==> src/hw/rtl/isfc_pkg.sv <==
`timescale 1ns / 1ps

package isfc_pkg;

    // Signal format: signed Q7.8 by default
    localparam int SIGNAL_WIDTH = 16;
    localparam int FRAC_BITS    = 8;
    localparam int INTEG_EXTRA  = 8;
    localparam int NUM_LANES    = 4;
    localparam int CFG_INDEX_WIDTH = 3;

    // Configuration register map
    typedef enum logic [CFG_INDEX_WIDTH-1:0] {
        REG_GAIN_STATE_SPEED       = 3'd0,
        REG_GAIN_STATE_VERTICAL    = 3'd1,
        REG_GAIN_STATE_RATE        = 3'd2,
        REG_GAIN_STATE_ANGLE       = 3'd3,
        REG_GAIN_INTEGRAL_SPEED    = 3'd4,
        REG_GAIN_INTEGRAL_VERTICAL = 3'd5,
        REG_GAIN_INTEGRAL_RATE     = 3'd6,
        REG_GAIN_INTEGRAL_ANGLE    = 3'd7
    } cfg_reg_t;

    typedef struct packed {
        logic signed [SIGNAL_WIDTH-1:0] forward_speed;
        logic signed [SIGNAL_WIDTH-1:0] vertical_speed;
        logic signed [SIGNAL_WIDTH-1:0] pitch_rate;
        logic signed [SIGNAL_WIDTH-1:0] pitch_angle;
        logic                           setpoint_valid;
        logic signed [SIGNAL_WIDTH-1:0] target_forward_speed;
        logic signed [SIGNAL_WIDTH-1:0] target_vertical_speed;
        logic signed [SIGNAL_WIDTH-1:0] target_pitch_rate;
        logic signed [SIGNAL_WIDTH-1:0] target_pitch_angle;
    } in_item_t;

    typedef struct packed {
        logic signed [SIGNAL_WIDTH-1:0] pitch_drive;
        logic                           drive_saturated;
    } out_item_t;

    // Stage load strobes for one lane
    typedef struct packed {
        logic load_mul;
        logic load_sum;
    } lane_ctrl_t;

endpackage

==> src/hw/rtl/isfc_lane.sv <==
`timescale 1ns / 1ps

module isfc_lane #(
    parameter int SIGNAL_WIDTH = isfc_pkg::SIGNAL_WIDTH
) (
    input  logic                                  clk,
    input  isfc_pkg::lane_ctrl_t                  ctrl,
    input  logic signed [SIGNAL_WIDTH-1:0]        gain_state,
    input  logic signed [SIGNAL_WIDTH-1:0]        gain_integ,
    input  logic signed [SIGNAL_WIDTH-1:0]        state_x,
    input  logic signed [SIGNAL_WIDTH+isfc_pkg::INTEG_EXTRA-1:0] integ,
    output logic signed [2*SIGNAL_WIDTH+isfc_pkg::INTEG_EXTRA:0] lane_sum
);

    localparam int IW  = SIGNAL_WIDTH + isfc_pkg::INTEG_EXTRA;
    localparam int PSW = 2 * SIGNAL_WIDTH;
    localparam int PIW = SIGNAL_WIDTH + IW;
    localparam int LW  = PIW + 1;

    logic signed [PSW-1:0] prod_state_next;
    logic signed [PIW-1:0] prod_integ_next;
    logic signed [PSW-1:0] prod_state_reg;
    logic signed [PIW-1:0] prod_integ_reg;
    logic signed [LW-1:0]  lane_sum_next;
    logic signed [LW-1:0]  lane_sum_reg;

    // Form both exact products of this element
    always_comb
    begin
        prod_state_next = PSW'(gain_state) * PSW'(state_x);
        prod_integ_next = PIW'(gain_integ) * PIW'(integ);
    end

    always_ff @(posedge clk)
    begin
        if (ctrl.load_mul)
        begin
            prod_state_reg <= prod_state_next;
            prod_integ_reg <= prod_integ_next;
        end
    end

    // Combine: integral term minus state term
    assign lane_sum_next = LW'(prod_integ_reg) - LW'(prod_state_reg);

    always_ff @(posedge clk)
    begin
        if (ctrl.load_sum)
        begin
            lane_sum_reg <= lane_sum_next;
        end
    end

    assign lane_sum = lane_sum_reg;

endmodule

==> config.mk <==
export PLATFORM = sky130hd
export DESIGN_NAME = isfc_lane
export DESIGN_NICKNAME = d
export VERILOG_FILES = /design/src/hw/rtl/isfc_pkg.sv /design/src/hw/rtl/isfc_lane.sv
export SDC_FILE = /design/constraint.sdc
export NUM_CORES = 2
export LEC_CHECK = 0
export ABC_AREA = 1
export BUFFER_PORTS_ARGS = -buffer_cell sky130_fd_sc_hd__clkbuf_2
export CORE_MARGIN = 8
export CORE_UTILIZATION = 50
export CTS_BUF_LIST = sky130_fd_sc_hd__clkbuf_4 sky130_fd_sc_hd__clkbuf_8
export DETAILED_ROUTE_END_ITERATION = 8
export MAX_ROUTING_LAYER = met4
export PLACE_DENSITY = 0.67
export SLEW_MARGIN = 15
export SYNTH_ARGS = -nofsm -noshare
export SYNTH_HDL_FRONTEND = slang
export SYNTH_SLANG_ARGS = --single-unit
==> constraint.sdc <==
create_clock -name clk -period 14 [get_ports clk]
set_clock_uncertainty 0.1 [all_clocks]
set_input_delay 1.4 -clock clk [delete_from_list [all_inputs] [get_ports clk]]
set_output_delay 1.4 -clock clk [all_outputs]
set_load 0.005 [all_outputs]
Word level (Yosys, flattened, before mapping)

Cells that the tools add are included.

Multipliers: 2
Div/mod/pow operators: 0
Shift operators: 0
Multiplexer cells: 0
Eq/ne operators: 0
Bitwise logic cells: 0
Order comparisons: 0
Reduce and logical (&&, ||, !) cells: 0
Add/sub/neg operators: 1

Operators with widths:

| cell                                           | number |
|---|---|
| 40-bit by 32-bit subtractor with 41-bit output | 1 |
| 16-bit by 24-bit multiplier with 40-bit output | 1 |
| 16-bit by 16-bit multiplier with 32-bit output | 1 |

Latch bits: 0
Memory bits (writable): 0
Word-level logic and storage cells: 6
Output and inout bits: 41
Flip-flop bits (word level): 113
Input port bits: 75
Memories kept: 0
ROM bits: 0

Depth between registers and ports, before layout

Depth after elaboration: 1
Depth in mapped cells: 28
Mapped depth without buffers: 26

Worst setup path after synthesis

No wires, ideal clock.

Path type: input to register
Start: input state_x[1]
End: register prod_state_reg[22], data pin
Path slack: 7.310 ns
Data arrival time: 6.338 ns
Buffers on the path: 2
Stages: 23
Required time: 13.648 ns
Library setup time: 0.252 ns
Cell sequence: clkbuf_1 -> clkbuf_1 -> nand2_1 -> fa_1 -> inv_1 -> fa_1 -> inv_1 -> fa_1 -> inv_1 -> fa_1 -> inv_1 -> fa_1 -> fa_1 -> inv_1 -> ha_1 -> a21oi_1 -> o21ai_0 -> a21oi_1 -> nand2_1 -> nand2_1 -> nand2_1 -> nand2_1 -> nand2_1

Longest elaborated chain between the ends: 1

RTL lines:

| item                                           | RTL line        | RTL |
|---|---|---|
| start, declared                                | isfc_lane.sv:10 | `input logic signed [SIGNAL_WIDTH-1:0] state_x,` |
| 16-bit by 16-bit multiplier with 32-bit output | isfc_lane.sv:30 | `prod_state_next = PSW'(gain_state) * PSW'(state_x);` |
| named net prod_state_next[22]                  | isfc_lane.sv:20 | `logic signed [PSW-1:0] prod_state_next;` |
| end signal, assigned                           | isfc_lane.sv:38 | `prod_state_reg <= prod_state_next;` |
| end, declared                                  | isfc_lane.sv:22 | `logic signed [PSW-1:0] prod_state_reg;` |

The timed path passes the listed nets, and every way through them passes these cells.
A chain may end at the register's enable or synchronous reset.

Final worst setup path

Start: input gain_integ[1]
End: register prod_integ_reg[25], data pin

Longest elaborated chain between the ends: 1

RTL lines:

| item                                           | RTL line        | RTL |
|---|---|---|
| start, declared                                | isfc_lane.sv:9  | `input logic signed [SIGNAL_WIDTH-1:0] gain_integ,` |
| 16-bit by 24-bit multiplier with 40-bit output | isfc_lane.sv:31 | `prod_integ_next = PIW'(gain_integ) * PIW'(integ);` |
| named net prod_integ_next[25]                  | isfc_lane.sv:21 | `logic signed [PIW-1:0] prod_integ_next;` |
| end signal, assigned                           | isfc_lane.sv:39 | `prod_integ_reg <= prod_integ_next;` |
| end, declared                                  | isfc_lane.sv:23 | `logic signed [PIW-1:0] prod_integ_reg;` |

The timed path passes the listed nets, and every way through them passes these cells.

==> impl_results.md <==
- Outcome: finished, final reports clean
- Layout cell share with drive strength beyond 1: 5.05%
- Drt pass-1 iters: 6
- Synthesized flop and latch total: 113
- Top-area cell type share of the netlist area: 39.2%
- Vert. Die Dim: 271 microns
- Area Growth Syn to Fin: 4.80%
- Die ar.: 73500 sq um
- Post-CTS Resized: 0
- Worst EP required: 14.12 ns
- Synth cell types: 35
- Post-DP HPWL: 68.6 mm
- Slew of the pin with the lowest slew margin: 0.940 ns
- Gate Count Post-Synth: 4315
- Synthesized cell area: 32500 sq um
- Starting Density: 50.5%
- Tot GR Track Use: 23.1%
- Worst skew pair latency: 0.47 ns
- Post-CTS Repair Setup Buffers: 0
- Ports: 116
- Remaining DRCs: 0
- Final Wtd Congestion: 0.967
- CTS H-tree lvls: 4
- Mapped Avg Cell Area: 7.54 sq um
- GR Overflow Total: 0
- Crit path max fanout: 24
- Antenna violations before repair: 1
- Hold crit path type: flop to flop
- Seq/Total Area, Yosys: 10.4%
- Min Clock Period, post-route: 7.00 ns
- Die width: 271 microns
- CTS tree: built
- Clk root buf: clkbuf_8
- Placed cell count: 5158
- Vias in the first global route: 26600
- Yosys Warn Count: 0
- Final setup fails: 0
- Main synth FF type: edfxtp_1
- Most frequent cell after synthesis: nand2_1
- Cell Rows: 93
- Detailed router's first-iteration violation count: 1610
- Max-slew violation count: 0
- Final Cycle Share: 50.0%
- Maximum clock insertion buffer count: 2
- Post-synth EDFFs: 113
- Asr flop ratio synth: 0%
- Number of max-cap violations: 0
- CP endpoint kind: flop
- Fin cells: 5191
- # port buffers: 115
- # hold bufs at CTS: 0
- Crit path DAT: 7.12 ns
- Setup TNS: 0 ns
- RSZ-0062 raised after global routing: false
- Total wire length: 80.3 mm
- Max reg flops: 41
- Core Area: 64300 sq um
- Final ANT Viol Nets: 0
- CTS sink cnt: 113
- Cts bufs inserted: 17
- Final nets: 5254
- Area leader, netlist: fa_1
- Max-slew headroom: 37.3%
- Largest net degree at the start of global routing: 73
- Clock slew at reported path FFs: 0.08 ns
- First-pass GRT wire length: 134 mm
- Post-synth top cells: 1318 x nand2_1, 1281 x inv_1, 637 x fa_1, 220 x ha_1, 191 x nor2_1
- Routed via count: 25600
- Fmax: 143 MHz
- Drt wl/cell: 15.5 microns
- Top post-synthesis cells by area: fa_1 39%, nand2_1 15%, inv_1 15%, edfxtp_1 10%, ha_1 8.5%
- WS Path Type: input port to flop
- CP Launch Type: input port
- Post-Syn Nets: 5247
- Via density: 4.94
- Final hold violation count: 0
kinds of logic after synthesis:
family,after synthesis,synth area share (%)
simple gates,1730,21.4
fa+ha+maj,857,47.7
buf+inv,1418,16.4
xor+xnor,67,1.80
flops,113,10.4
compound gates,130,2.28
placed cells by master, fill, tap and decap left out, drive strengths merged, types with 33 or more instances in the layout:
cell and count:
ha 220, nor2 205, xor2 56, nand4 33
a21oi 83, clkbuf 131, inv 1295, nand2 1336
nand3 116, edfxtp 113, fa 637
critical path: stages:
cell,delay [ns]
clkbuf_2,0.47
nand2_1,0.20
inv_1,0.16
fa_1,0.45
fa_1,0.57
inv_1,0.06
fa_1,0.52
inv_1,0.06
fa_1,0.50
fa_1,0.49
inv_1,0.05
fa_1,0.52
inv_1,0.06
ha_1,0.36
nand2_1,0.13
nor2_1,0.19
inv_1,0.10
nor2_1,0.15
nand3_1,0.10
nand3b_1,0.18
xor2_1,0.37
stage by stage:
step | utilization [%] | instance area [sq um] | hold WS [ns] | setup slack, ns
6_report | 53.0 | 34100 | 0.567 | 7.00
5_1_grt | 53.0 | 34100 | 0.599 | 6.71
4_1_cts | 53.0 | 34100 | 0.564 | 7.04
3_5_place_dp | 52.4 | 33700 | 0.563 | 6.60
3_3_place_gp | 52.4 | 33700 | 0.565 | 6.60
2_1_floorplan | - | 32500 | 0.520 | 7.31
worst paths after layout:
kind,startpoint,endpoint,cells past startpoint,slack (ns)
worst min-delay path,prod_state_reg[0],lane_sum[0],2,0.57
worst max-delay path,gain_integ[1],prod_integ_reg[25],21,7.00
worst min register to register,prod_state_reg[0],lane_sum[0],2,0.57
worst max register to register,prod_state_reg[31],lane_sum[33],12,11.41
layer usage:
metal	vias to the layer above	track usage [%]	wire length (microns)
li1	12300	-	-
met5	-	-	0
met4	0	3.80	1220
met3	94	2.38	4440
met1	12600	30.8	35700
met2	699	38.7	39000
layout make-up:
cell class              instances  area (sq um)
diodes                          1          2.50
clock buffers                  17           234
clock inverters                15           149
fillers                      6259         30300
inverters                    1289          4840
multi-input cells            2784         23800
flip-flops and latches        113          3390
well taps                     855          1070
repair buffers                117           591
Power is not shown: default switching activity piles up to over one toggle a cycle in this logic, so the estimate is an artifact.
