### src/hw/rtl/isfc_pkg.sv
`timescale 1ns / 1ps

package isfc_pkg;

    // Signal format: signed Q7.8 by default
    localparam int SIGNAL_WIDTH = 16;
    localparam int FRAC_BITS    = 8;
    localparam int INTEG_EXTRA  = 8;
    localparam int NUM_LANES    = 4;
    localparam int CFG_INDEX_WIDTH = 3;

    // Configuration register map
    typedef enum logic [CFG_INDEX_WIDTH-1:0] {
        REG_GAIN_STATE_SPEED       = 3'd0,
        REG_GAIN_STATE_VERTICAL    = 3'd1,
        REG_GAIN_STATE_RATE        = 3'd2,
        REG_GAIN_STATE_ANGLE       = 3'd3,
        REG_GAIN_INTEGRAL_SPEED    = 3'd4,
        REG_GAIN_INTEGRAL_VERTICAL = 3'd5,
        REG_GAIN_INTEGRAL_RATE     = 3'd6,
        REG_GAIN_INTEGRAL_ANGLE    = 3'd7
    } cfg_reg_t;

    typedef struct packed {
        logic signed [SIGNAL_WIDTH-1:0] forward_speed;
        logic signed [SIGNAL_WIDTH-1:0] vertical_speed;
        logic signed [SIGNAL_WIDTH-1:0] pitch_rate;
        logic signed [SIGNAL_WIDTH-1:0] pitch_angle;
        logic                           setpoint_valid;
        logic signed [SIGNAL_WIDTH-1:0] target_forward_speed;
        logic signed [SIGNAL_WIDTH-1:0] target_vertical_speed;
        logic signed [SIGNAL_WIDTH-1:0] target_pitch_rate;
        logic signed [SIGNAL_WIDTH-1:0] target_pitch_angle;
    } in_item_t;

    typedef struct packed {
        logic signed [SIGNAL_WIDTH-1:0] pitch_drive;
        logic                           drive_saturated;
    } out_item_t;

    // Stage load strobes for one lane
    typedef struct packed {
        logic load_mul;
        logic load_sum;
    } lane_ctrl_t;

endpackage

### src/hw/rtl/isfc_merge.sv
`timescale 1ns / 1ps

module isfc_merge #(
    parameter int SIGNAL_WIDTH = isfc_pkg::SIGNAL_WIDTH
) (
    input  logic                                  clk,
    input  logic                                  load,
    input  logic signed [2*SIGNAL_WIDTH+isfc_pkg::INTEG_EXTRA:0]
                                                  lane_sum [isfc_pkg::NUM_LANES],
    output logic signed [SIGNAL_WIDTH-1:0]        pitch_drive,
    output logic                                  drive_saturated
);

    localparam int LW = 2 * SIGNAL_WIDTH + isfc_pkg::INTEG_EXTRA + 1;
    localparam int SW = LW + 2;
    localparam logic signed [SW-1:0] ROUND_BIAS =
        SW'(1 << (isfc_pkg::FRAC_BITS - 1));
    localparam logic signed [SW-1:0] DRIVE_MAX =
        {{(SW-SIGNAL_WIDTH+1){1'b0}}, {(SIGNAL_WIDTH-1){1'b1}}};
    localparam logic signed [SW-1:0] DRIVE_MIN = ~DRIVE_MAX;

    logic signed [SW-1:0]           pair_a;
    logic signed [SW-1:0]           pair_b;
    logic signed [SW-1:0]           total;
    logic signed [SW-1:0]           scaled;
    logic signed [SIGNAL_WIDTH-1:0] drive_next;
    logic                           sat_next;
    logic signed [SIGNAL_WIDTH-1:0] pitch_drive_reg;
    logic                           drive_saturated_reg;

    // Sum the lanes, round half up and drop the fraction
    always_comb
    begin
        pair_a = SW'(lane_sum[0]) + SW'(lane_sum[1]);
        pair_b = SW'(lane_sum[2]) + SW'(lane_sum[3]);
        total  = pair_a + pair_b + ROUND_BIAS;
        scaled = total >>> isfc_pkg::FRAC_BITS;
    end

    // Clamp to the signal range and flag clipping
    always_comb
    begin
        if (scaled > DRIVE_MAX)
        begin
            drive_next = DRIVE_MAX[SIGNAL_WIDTH-1:0];
            sat_next   = 1'b1;
        end
        else if (scaled < DRIVE_MIN)
        begin
            drive_next = DRIVE_MIN[SIGNAL_WIDTH-1:0];
            sat_next   = 1'b1;
        end
        else
        begin
            drive_next = scaled[SIGNAL_WIDTH-1:0];
            sat_next   = 1'b0;
        end
    end

    always_ff @(posedge clk)
    begin
        if (load)
        begin
            pitch_drive_reg     <= drive_next;
            drive_saturated_reg <= sat_next;
        end
    end

    assign pitch_drive     = pitch_drive_reg;
    assign drive_saturated = drive_saturated_reg;

endmodule

### config.mk
export PLATFORM = sky130hd
export DESIGN_NAME = isfc_merge
export DESIGN_NICKNAME = d
export VERILOG_FILES = /design/src/hw/rtl/isfc_pkg.sv /design/src/hw/rtl/isfc_merge.sv
export SDC_FILE = /design/constraint.sdc
export NUM_CORES = 1
export LEC_CHECK = 0
export BUFFER_PORTS_ARGS = -buffer_cell sky130_fd_sc_hd__buf_2
export CORE_ASPECT_RATIO = 0.6
export CORE_MARGIN = 2
export CORE_UTILIZATION = 55
export CTS_CLUSTER_DIAMETER = 50
export DETAILED_ROUTE_END_ITERATION = 10
export PLACE_DENSITY_LB_ADDON = 0.08
export REMOVE_ABC_BUFFERS = 1
export SETUP_SLACK_MARGIN = 0.2
export SLEW_MARGIN = 20
export SYNTH_ARGS = -nofsm -noshare
export SYNTH_HDL_FRONTEND = slang
export SYNTH_SLANG_ARGS = --single-unit
### constraint.sdc
create_clock -name clk -period 13.9 [get_ports clk]
set_input_delay 0.695 -clock clk [delete_from_list [all_inputs] [get_ports clk]]
set_output_delay 0.695 -clock clk [all_outputs]
set_load 0.02 [all_outputs]
# After elaboration in Yosys (flattened, before gate mapping)

Index checks and enable logic that the tools add are counted.

Flip-flop bits (word level): 17
Output and inout bits: 17
Logic and storage cells: 10

Add/sub/neg operators: 4
$lt $le $gt $ge: 2
Multiplexer cells: 2

Operators with widths:

| cell                                                                    | number |
|---|---|
| 41-bit by 41-bit adder with 42-bit output                               | 2 |
| 42-bit by 42-bit adder with 43-bit output                               | 1 |
| 43-bit by 9-bit adder with 43-bit output (second input constant)        | 1 |
| 35-bit by 16-bit > comparator with 1-bit output (second input constant) | 1 |
| 35-bit by 16-bit < comparator with 1-bit output (second input constant) | 1 |
| 16-bit two-way mux                                                      | 1 |
| 1-bit two-way mux                                                       | 1 |

# Longest topological paths before layout

Gate-level depths: netlist of run 1.

Depth in word-level cells: 5
Mapped depth: 18

# Worst setup path after synthesis of run 1

No wires, ideal clock.

Kind: input port to flip-flop
Start: in lane_sum[6] in the netlist's numbering
End: reg pitch_drive_reg[6] (netlist: pitch_drive[6]), data pin
Setup time: 0.267 ns
Arrival time: 4.905 ns
Slack: 8.728 ns
Stages: 17
Buffers on the path: 1
Cells stage by stage: inv_1 > fa_1 > inv_1 > fa_1 > fa_1 > ha_1 > and4_4 > and3_4 > a221o_2 > a31oi_4 > a31oi_4 > a221oi_2 > xnor2_1 > or4_4 > o21ai_4 > buf_12 > a21oi_2

Cells in the longest elaborated chain, start to end: 5
Elaborated cells between the ends (all ways): 6
Classes of those cells: 3 x add/sub; 2 x order compare; 1 x mux

Ends and longest elaborated chain:

| what                                            | RTL line         | text |
|---|---|---|
| from (decl)                                     | isfc_merge.sv:9  | `lane_sum [isfc_pkg::NUM_LANES],` |
| 41-bit by 41-bit adder with 42-bit output (*)   | isfc_merge.sv:35 | `pair_b = SW'(lane_sum[2]) + SW'(lane_sum[3]);` |
| 42-bit by 42-bit adder with 43-bit output (*)   | isfc_merge.sv:36 | `total = pair_a + pair_b + ROUND_BIAS;` |
| 43-bit by 9-bit adder with 43-bit output (*)    | isfc_merge.sv:36 |  |
| 35-bit by 16-bit < comparator with 1-bit output | isfc_merge.sv:48 | `else if (scaled < DRIVE_MIN)` |
| 16-bit two-way mux                              | isfc_merge.sv:48 |  |
| to (signal assigned)                            | isfc_merge.sv:64 | `pitch_drive_reg <= drive_next;` |
| to (decl)                                       | isfc_merge.sv:28 | `logic signed [SIGNAL_WIDTH-1:0] pitch_drive_reg;` |

Mark *: on every way between the ends. The rest lies on a longest branch, timed or not.
A chain may end at the register's enable or synchronous reset.

# Final worst setup path of run 1

Start: in lane_sum[8] in the netlist's numbering
End: reg pitch_drive_reg[2] (netlist: pitch_drive[2]), data pin

The elaborated chain is that of the path after synthesis.

==> flow_summary.json, run 1 <==
{
  "status": "complete, no violations",
  "dpl.hpwl_mm": 12.9,
  "grt_pass1_wl_mm": 24.9,
  "num_antenna_cells": 0,
  "holdPathStages": 1,
  "layout.nets": 1181,
  "pwr-share-clk_pct": 4.9,
  "numCtsBuffers": 3,
  "swShare_pct": 55.8,
  "ant_nets": 0,
  "die_x_um": 139,
  "p_total_mw": 1.22,
  "power.density_mw_per_mm2": 172,
  "worstMarginPinSlew_ps": 1110,
  "placementRows": 29,
  "cts_resized": 0,
  "relSlewSlack_pct": 26.2,
  "worstPathRequired_ps": 13850,
  "worstHoldStart": "load",
  "core-area_mm2": 0.0106,
  "cts_buffer_depth": 2,
  "synth_warnings": 0,
  "fmaxAchievable_ghz": 0.171,
  "worst_hold_slack_ps": 914,
  "ys_ff_latch": 17,
  "cts_tree": "done",
  "n_fill_cell": 886,
  "synthesis.area_mm2": 0.00602,
  "clk_pin_slew_worst_paths_ps": 50,
  "slew_violations": 0,
  "synth_async_sr_flop_share_pct": 0,
  "antenna_found_initial": 0,
  "wl_mm": 14.5,
  "finalWorstSetupSlack_ps": 8050,
  "crit_top_cell": "a21oi_1",
  "track_usage_pct": 25.3,
  "worst_hold_path.endpoint": "pitch_drive[11]$_SDFFCE_PN1P_",
  "cts_hold_buf": 0,
  "finalCritPeriodShare_pct": 42.1,
  "setup_violations": 0,
  "clock_sinks": 17,
  "grt_max_degree": 18,
  "start_util_pct": 56.8,
  "fin_setup_tns_ps": 0,
  "fin_crit_ps": 5850,
  "syn_inst": 686,
  "seq_power_share_pct": 9.3,
  "dp.cells": 988,
  "crit_path_start_kind": "input port",
  "finalHoldViolations": 0,
  "cap_viol_max_count": 0,
  "worstHoldPathType": "in -> reg",
  "leakagePower_nw": 3.74,
  "gp_congestion": 0.912,
  "die-area_mm2": 0.0118,
  "slowest_stage": "a41oi_2",
  "layoutNonFillerInstCount": 992,
  "syn2layout_area_growth_pct": 17.1,
  "drc": 0,
  "p_sw_mw": 0.678,
  "avgSynthCellArea_um2": 8.78,
  "comb_power_share_pct": 85.8,
  "peakVddDrop_mv": 0.0790,
  "firstDrtPassIters": 5,
  "io_buffer_count": 182,
  "drive_gt1_share_pct": 25.8,
  "synth_flop_cell": "edfxtp_1",
  "max_stage_delay_ps": 900,
  "yosysSeqAreaShare_pct": 8.48,
  "largest_reg_flops": 16,
  "synth_edf_count": 17,
  "yosysUniqueCellTypes": 75,
  "io_pins": 183,
  "critPathKind": "in -> reg",
  "path_max_fanout": 15,
  "internal-power_mw": 0.538,
  "wire_per_inst_um": 14.7,
  "grt.overflow.total": 0,
  "h-tree-depth": 1,
  "die_h_um": 85.0,
  "grt_pass1_vias": 5359,
  "rsz0062_at_grt": "false",
  "crit_arrival_ps": 5800,
  "vias_per_cell": 5.49,
  "end_kind": "flop",
  "via_count": 5447,
  "cp_cell_sequence": "buf_2 -> inv_1 -> fa_1 -> inv_1 -> fa_1 -> ha_1 -> ha_1 -> a21oi_1 -> o211ai_1 -> o2111ai_1 -> a21oi_1 -> o41ai_2 -> o32a_1 -> o21ai_0 -> and4_2 -> a41oi_2 -> a21oi_1",
  "cts_root_buf": "clkbuf_16",
  "pre_cts_ws_ps": 7930,
  "postCtsSetupBuffers": 0,
  "drtIter0Drc": 380
}
-- cells in the final DEF (no fill, tap or decap), types with 2 or more instances in the layout --
| cell type | Yosys | routed |
|---|---|---|
| buf_2 | 1 | 182 |
| inv_1 | 165 | 165 |
| fa_1 | 82 | 82 |
| ha_1 | 79 | 79 |
| a21oi_1 | 43 | 43 |
| nand2_1 | 38 | 38 |
| o21ai_0 | 27 | 27 |
| nor2_1 | 25 | 25 |
| edfxtp_1 | 17 | 17 |
| nand4_1 | 16 | 16 |
| xnor2_1 | 16 | 16 |
| xor2_1 | 13 | 13 |
| a21oi_2 | 12 | 12 |
| a21o_1 | 10 | 10 |
| nor3_1 | 9 | 9 |
| o211ai_1 | 8 | 8 |
| a211oi_1 | 7 | 7 |
| nand3_1 | 7 | 7 |
| o21a_1 | 6 | 6 |
| nor4_1 | 6 | 6 |
| or3_1 | 6 | 6 |
| nand2b_1 | 5 | 5 |
| o21bai_1 | 4 | 4 |
| and4_1 | 3 | 3 |
| a31oi_1 | 3 | 3 |
| a221oi_1 | 3 | 3 |
| and3_1 | 3 | 3 |
| clkbuf_16 | 0 | 3 |
| a31oi_4 | 2 | 2 |
| o2111ai_1 | 2 | 2 |
| o21ai_1 | 2 | 2 |
| or2_2 | 2 | 2 |
| o31ai_1 | 2 | 2 |
| o211a_1 | 2 | 2 |
| o31a_1 | 2 | 2 |
| o311ai_0 | 2 | 2 |
| a311oi_1 | 2 | 2 |
| nor3b_1 | 2 | 2 |
| nor2b_1 | 2 | 2 |
-- per-stage QoR --
| step | area [um^2] | util (%) |
|---|---|---|
| final | 7050 | 66.6 |
| after global routing | 7050 | 66.6 |
| after CTS | 7050 | 66.6 |
| after detailed placement | 6970 | 65.8 |
| after global placement | 6970 | 65.8 |
| after floorplan | 5890 | - |
-- cell usage after synthesis (all sizes together), types with 11 or more instances --
cell type | n | area share, %
xnor2 | 16 | 2.3
xor2 | 13 | 1.9
inv | 165 | 10
fa | 82 | 27
nand2 | 38 | 2.4
a21oi | 55 | 5.3
edfxtp | 17 | 8.5
nor2 | 26 | 1.7
a21o | 11 | 1.4
nand4 | 16 | 1.7
o21ai | 30 | 2.7
ha | 79 | 16
-- power by group through the flow --
stage | Combinational [mW] | Sequential (mW) | Clock [mW]
global route | 1.16 | 0.115 | 0.0617
CTS | 1.03 | 0.113 | 0.0590
global placement | 0.996 | 0.113 | 0
detailed placement | 1.02 | 0.114 | 0
floorplan | 0.728 | 0.145 | 0
finish | 1.04 | 0.113 | 0.0592
-- kinds of logic (layout without fill, tap and decap cells) --
kind of cell             Yosys count  count (layout)  synth area share (%)
flip-flops                        17              17                  8.48
adder cells (fa/ha/maj)          161             161                  43.7
buffers and inverters            184             351                  12.5
AO/OA/AOI/OAI                    158             158                  19.1
AND/OR/NAND/NOR                  136             136                  11.9
XOR/XNOR                          29              29                  4.22
multiplexers                       1               1                 0.187
-- routing by layer --
metal	GRT usage [%]	vias to the layer above	wire, um
met1	39.1	2546	7090
met3	3.50	4	1140
met4	1.38	0	33
met2	39.9	247	6280
met5	0	-	0
li1	-	2650	-
-- layout make-up --
class                           instances  area, um^2  share of cell area [%]
Multi-Input combinational cell        485        4760                    67.5
Sequential cell                        17         510                    7.24
Inverter                              165         619                    8.78
Timing Repair Buffer                  182         911                    12.9
Clock buffer                            4        78.8                    1.12
Tap cell                              139         174                    2.47
-- worst max-delay path by stage --
| stage | to | slack (ps) | cells after the start | from |
|---|---|---|---|---|
| after floorplan | pitch_drive[1]$_SDFFCE_PN1P_ | 8630 | 16 | lane_sum[23] |
| after global placement | pitch_drive[1]$_SDFFCE_PN1P_ | 7970 | 17 | lane_sum[6] |
| after detailed placement | pitch_drive[5]$_SDFFCE_PN1P_ | 7930 | 17 | lane_sum[6] |
| after CTS | pitch_drive[5]$_SDFFCE_PN1P_ | 8150 | 17 | lane_sum[8] |
| after global routing | pitch_drive[2]$_SDFFCE_PN1P_ | 7790 | 17 | lane_sum[8] |
| final | pitch_drive[2]$_SDFFCE_PN1P_ | 8050 | 17 | lane_sum[8] |
-- worst max-delay path: cells and delay by family --
family,cells,cell delay (ps)
AOI/OAI and AO/OA,9,2940
buffers and inverters,3,160
adders and majority gates,4,1680
and+or+nand+nor,1,280
(Power assumes the default switching activity.)
==> run 2: changes to the inputs <==
--- a/config.mk
+++ b/config.mk
@@ -8,7 +8,7 @@
 export BUFFER_PORTS_ARGS = -buffer_cell sky130_fd_sc_hd__buf_2
 export CORE_ASPECT_RATIO = 0.6
 export CORE_MARGIN = 2
-export CORE_UTILIZATION = 55
+export CORE_UTILIZATION = 54
 export CTS_CLUSTER_DIAMETER = 50
 export DETAILED_ROUTE_END_ITERATION = 10
 export PLACE_DENSITY_LB_ADDON = 0.08
==> constraint.sdc (replaced) <==
create_clock -name clk -period 6.13 [get_ports clk]
set_input_delay 0.3065 -clock clk [delete_from_list [all_inputs] [get_ports clk]]
set_output_delay 0.3065 -clock clk [all_outputs]
set_load 0.02 [all_outputs]
==> run 2 against run 1 <==
  * Worst hold slack worse by 390 ps
  * First-iteration DRC count grew 11%
  * Setup slack worse by 7400 ps
  * Clock-buffer cell count unchanged
  * Final cell count increased by 0.10%
  * Via count is 0.44% higher
  * Non-clock buffer count up 1
  * Combinational power grew 130%
  * Power grew 130%
  * Wire length up 1.3%
  * Largest cell class unchanged
  * Highest routed layer unchanged
==> flow_summary.json, run 2 (synthesized netlist as in run 1, its figures left out) <==
{
  "status": "complete, no violations",
  "crit_arrival_ps": 5460,
  "layout_common_cells": "buf_2, inv_1, fa_1, ha_1, a21oi_1",
  "worstMarginPinSlew_ps": 742,
  "grt_max_degree": 18,
  "h-tree-depth": 1,
  "fin_setup_tns_ps": 0,
  "end_kind": "flop",
  "rsz0062_at_grt": "false",
  "placed_area_mm2": 0.00698,
  "wl_mm": 14.7,
  "cp_top_family": "compound AO/OA/AOI/OAI gates",
  "fin_crit_ps": 5480,
  "fmaxAchievable_ghz": 0.182,
  "peakVddDrop_mv": 0.174,
  "grt_pass1_wl_mm": 25.0,
  "numCtsBuffers": 3,
  "relSlewSlack_pct": 50.0,
  "cts_resized": 0,
  "clk_pin_slew_worst_paths_ps": 50,
  "drc": 0,
  "grt_pass1_vias": 5466,
  "dpl.hpwl_mm": 13.0,
  "final_area_mm2": 0.00706,
  "finalCritPeriodShare_pct": 89.4,
  "syn2layout_area_growth_pct": 17.2,
  "ant_nets": 0,
  "grt.overflow.total": 0,
  "leakagePower_nw": 3.75,
  "setup_violations": 0,
  "antenna_found_initial": 0,
  "drtIter0Drc": 422,
  "vias_per_cell": 5.51,
  "path_max_fanout": 15,
  "drive_gt1_share_pct": 25.9,
  "layout.nets": 1182,
  "slew_violations": 0,
  "cts_root_buf": "clkbuf_16",
  "postCtsSetupBuffers": 0,
  "via_count": 5471,
  "worstPathRequired_ps": 6110,
  "core-area_mm2": 0.0107,
  "pre_cts_ws_ps": 485,
  "worstHoldPathType": "in -> reg",
  "cap_viol_max_count": 0,
  "worst_hold_slack_ps": 526,
  "firstDrtPassIters": 5,
  "gp_congestion": 0.988,
  "cts_buffer_depth": 2,
  "io_buffer_count": 182,
  "critPathBufInv": 3,
  "die_h_um": 85.8,
  "max_stage_delay_ps": 640,
  "track_usage_pct": 25.4,
  "wire_per_inst_um": 14.8,
  "clock_sinks": 17,
  "io_pins": 183,
  "slowest_stage": "o41ai_2",
  "cts_hold_buf": 0,
  "cts_tree": "done",
  "die-area_mm2": 0.0120,
  "largest_reg_flops": 16,
  "finalWorstSetupSlack_ps": 648,
  "critPathKind": "in -> reg",
  "p_total_mw": 2.75,
  "finalHoldViolations": 0,
  "power.density_mw_per_mm2": 389,
  "start_util_pct": 56.2,
  "num_antenna_cells": 0,
  "cp_cell_sequence": "buf_2 -> inv_1 -> fa_1 -> inv_1 -> fa_1 -> fa_1 -> ha_1 -> a21oi_1 -> o211ai_1 -> o2111ai_1 -> a21oi_1 -> o41ai_2 -> o21bai_1 -> xor2_1 -> or4_4 -> o21ai_4 -> a21oi_1",
  "final_common_cell": "buf_2",
  "placementRows": 29,
  "die_x_um": 140,
  "crit_path_start_kind": "input port"
}
[run 2: cell type report]
class	instances	area (um^2)
Inverter	165	619
Clock buffer	4	78.8
Multi-Input combinational cell	485	4760
Tap cell	139	174
Timing Repair Buffer	183	918
Sequential cell	17	510
Fill cell	939	3640
[run 2: routing by layer]
metal / vias to the layer above / track usage, % / routed length (um)
met5: - / 0 / 0
met4: 0 / 2.75 / 81
met3: 9 / 3.41 / 1240
met2: 262 / 40.8 / 6410
met1: 2554 / 38.0 / 7020
li1: 2646 / - / -
[run 2: final timing paths]
| check | cells after the start | start | to |
|---|---|---|---|
| hold / removal | 1 | load | pitch_drive[9]$_SDFFCE_PN1P_ |
| setup / recovery | 17 | lane_sum[6] | pitch_drive[2]$_SDFFCE_PN1P_ |
[run 2: per-stage QoR]
stage               utilization (%)  instances
floorplan                         -        667
global placement               65.2        989
detailed placement             65.2        989
CTS                            65.9        993
global route                   65.9        993
finish                         65.9        993
[run 2: report_power, final]
| part | internal, mW | leakage [nW] | switching (mW) |
|---|---|---|---|
| Clock | 0.0885 | 0.0382 | 0.0456 |
| Combinational | 0.899 | 3.54 | 1.46 |
| Sequential | 0.237 | 0.166 | 0.0182 |
| Total | 1.22 | 3.75 | 1.52 |
==> run 3: changes to the inputs <==
--- a/config.mk
+++ b/config.mk
@@ -5,10 +5,11 @@
 export SDC_FILE = /design/constraint.sdc
 export NUM_CORES = 1
 export LEC_CHECK = 0
+export ABC_AREA = 1
 export BUFFER_PORTS_ARGS = -buffer_cell sky130_fd_sc_hd__buf_2
 export CORE_ASPECT_RATIO = 0.6
 export CORE_MARGIN = 2
-export CORE_UTILIZATION = 54
+export CORE_UTILIZATION = 55
 export CTS_CLUSTER_DIAMETER = 50
 export DETAILED_ROUTE_END_ITERATION = 10
 export PLACE_DENSITY_LB_ADDON = 0.08
==> constraint.sdc (replaced) <==
create_clock -name clk -period 6.13 [get_ports clk]
set_input_delay 0.3065 -clock clk [delete_from_list [all_inputs] [get_ports clk]]
set_output_delay 0.3065 -clock clk [all_outputs]
set_load 0.05 [all_outputs]
==> run 3 against run 2 <==
  * Combinational power rose by 17%
  * Die area rose by 11%
  * Power rose by 14%
  * Clock power fell by 4%
  * Maximum frequency rose by 29%
  * Global-route usage rose by 2.5 points
  * Synthesized cell count rose by 52%
  * Final area rose by 13%
==> flow_summary.json, run 3 <==
{
  "final_area_mm2": 0.00800,
  "finalCritPeriodShare_pct": 69.5,
  "crit_top_cell": "nand2_1",
  "synth-simple-area-share_pct": 31.6,
  "cts_root_buf": "clkbuf_16",
  "setup_violations": 0,
  "fmaxAchievable_ghz": 0.235,
  "io_buffer_count": 182,
  "peakVddDrop_mv": 0.156,
  "die-area_mm2": 0.0133,
  "clk_pin_slew_worst_paths_ps": 50,
  "wl_mm": 18.2,
  "final_common_cell": "nand2_1",
  "synth_top_family_by_area": "adder cells",
  "die_h_um": 90.3,
  "seq_power_share_pct": 7.9,
  "holdPathStages": 1,
  "synth_flop_cell": "edfxtp_1",
  "max_stage_delay_ps": 540,
  "io_pins": 183,
  "synth_warnings": 0,
  "fin_setup_tns_ps": 0,
  "cp_cell_sequence": "buf_2 -> inv_1 -> fa_1 -> inv_1 -> fa_1 -> ha_1 -> ha_1 -> nand2_1 -> inv_1 -> nand2_1 -> nand2_1 -> a21oi_1 -> nor2_1 -> nor2_1 -> nand3b_1 -> nand2_1 -> nand2_1 -> nor2_2 -> nand3_2 -> o21bai_4 -> nand2_1",
  "end_kind": "flop",
  "firstDrtPassIters": 6,
  "synth_adder_area_share_pct": 38.5,
  "h-tree-depth": 1,
  "avgSynthCellArea_um2": 6.56,
  "synth_xor_area_share_pct": 2.18,
  "clock_sinks": 17,
  "path_max_fanout": 16,
  "fin_crit_ps": 4260,
  "layout_common_cells": "nand2_1, inv_1, buf_2, fa_1, ha_1",
  "ant_nets": 0,
  "worstPathRequired_ps": 6110,
  "placementRows": 31,
  "wire_per_inst_um": 13.1,
  "largest_reg_flops": 16,
  "grt.overflow.total": 0,
  "drive_gt1_share_pct": 19.1,
  "worstHoldStart": "load",
  "worst_hold_slack_ps": 493,
  "synth_edf_count": 17,
  "swShare_pct": 62.1,
  "synth_async_sr_flop_share_pct": 0,
  "layout.nets": 1552,
  "slew_violations": 0,
  "track_usage_pct": 27.9,
  "synth_common_cells": "nand2_1, inv_1, fa_1, ha_1, nor2_1",
  "grt_max_degree": 18,
  "finalHoldViolations": 0,
  "drtIter0Drc": 641,
  "crit_arrival_ps": 4240,
  "yosysSeqAreaShare_pct": 7.48,
  "yosys.area.top_type_share_pct": 24.1,
  "internal-power_mw": 1.19,
  "rsz0062_at_grt": "false",
  "synthTopCellsByArea": "fa_1, nand2_1, inv_1",
  "synthMuxAreaShare_pct": 0,
  "die_x_um": 148,
  "postCtsSetupBuffers": 0,
  "start_util_pct": 56.6,
  "grt_pass1_vias": 6128,
  "slowest_stage": "fa_1",
  "placed_area_mm2": 0.00792,
  "syn_inst": 1040,
  "worst_hold_path.endpoint": "pitch_drive[6]$_SDFFCE_PN1P_",
  "synth-compound-area-share_pct": 3.54,
  "via_count": 6744,
  "power.density_mw_per_mm2": 393,
  "yosysMostFrequentCell": "nand2_1",
  "cts_resized": 0,
  "comb_power_share_pct": 88.1,
  "layoutNonFillerInstCount": 1389,
  "syn2layout_area_growth_pct": 17.2,
  "worstHoldPathType": "in -> reg",
  "vias_per_cell": 4.86,
  "p_sw_mw": 1.95,
  "dp.cells": 1385,
  "gp_congestion": 1.03,
  "drc": 0,
  "grt_pass1_wl_mm": 29.7,
  "leakagePower_nw": 5.00,
  "num_antenna_cells": 0,
  "cts_tree": "done",
  "antenna_found_initial": 0,
  "synthesis.area_mm2": 0.00682,
  "synth_largest_area_cell": "fa_1",
  "cap_viol_max_count": 0,
  "final_util_pct": 66.3,
  "worstMarginPinSlew_ps": 482,
  "yosysUniqueCellTypes": 31,
  "dpl.hpwl_mm": 16.9,
  "ys_ff_latch": 17,
  "relSlewSlack_pct": 67.9,
  "critPathKind": "in -> reg",
  "core-area_mm2": 0.0121,
  "cts_hold_buf": 0,
  "pwr-share-clk_pct": 4.1,
  "numCtsBuffers": 3,
  "status": "complete, no violations",
  "crit_path_start_kind": "input port",
  "cts_buffer_depth": 2
}
==> run 3: routing by layer <==
layer  vias up  GRT usage, %  wire length, um
met5         -             0                0
met4         0          1.84               63
met3         7          5.25             2320
met2       330          36.8             6430
met1      2982          47.8             9440
li1       3425             -                -
==> run 3: cells by family after synthesis <==
family	count (synthesis)
buffers and inverters	299
AOI/OAI and AO/OA	42
adders and majority gates	161
and+or+nand+nor	504
DFF	17
xor gates and xnor gates	17
==> run 3: through the flow <==
stage	power [mW]	setup slack, ps
2_1_floorplan	2.19	2420
3_3_place_gp	2.93	1710
3_5_place_dp	2.93	1700
4_1_cts	3.08	1940
5_1_grt	3.45	1630
6_report	3.14	1870
==> run 3: critical path, delay by kind of cell <==
family	cells	cell delay [ps]
compound gates	2	720
fa+ha+maj	4	1730
buf+inv	4	230
simple gates	11	1260
==> run 3: power by group through the flow <==
stage / Sequential, mW / Combinational (mW) / Clock, mW
2_1_floorplan: 0.467 / 1.72 / 0
3_3_place_gp: 0.249 / 2.68 / 0
3_5_place_dp: 0.250 / 2.68 / 0
4_1_cts: 0.248 / 2.70 / 0.129
5_1_grt: 0.252 / 3.06 / 0.136
6_report: 0.248 / 2.77 / 0.128
==> run 3: area by class of cell <==
cell class,instances,area [um^2]
inverters,297,1110
multi-input cells,724,5170
flip-flops and latches,17,510
fillers,1136,4070
clock buffers,4,78.8
well taps,165,206
repair buffers,182,911
==> run 3: how the worst max path moves through the flow <==
stage / start / endpoint / slack (ps) / cells after the start
6_report: lane_sum[16] / pitch_drive[13]$_SDFFCE_PN1P_ / 1870 / 21
5_1_grt: lane_sum[16] / pitch_drive[12]$_SDFFCE_PN1P_ / 1630 / 21
4_1_cts: lane_sum[16] / pitch_drive[13]$_SDFFCE_PN1P_ / 1940 / 21
3_5_place_dp: lane_sum[16] / pitch_drive[13]$_SDFFCE_PN1P_ / 1700 / 21
3_3_place_gp: lane_sum[22] / pitch_drive[13]$_SDFFCE_PN1P_ / 1710 / 21
2_1_floorplan: lane_sum[17] / pitch_drive[0]$_SDFFCE_PN1P_ / 2420 / 20
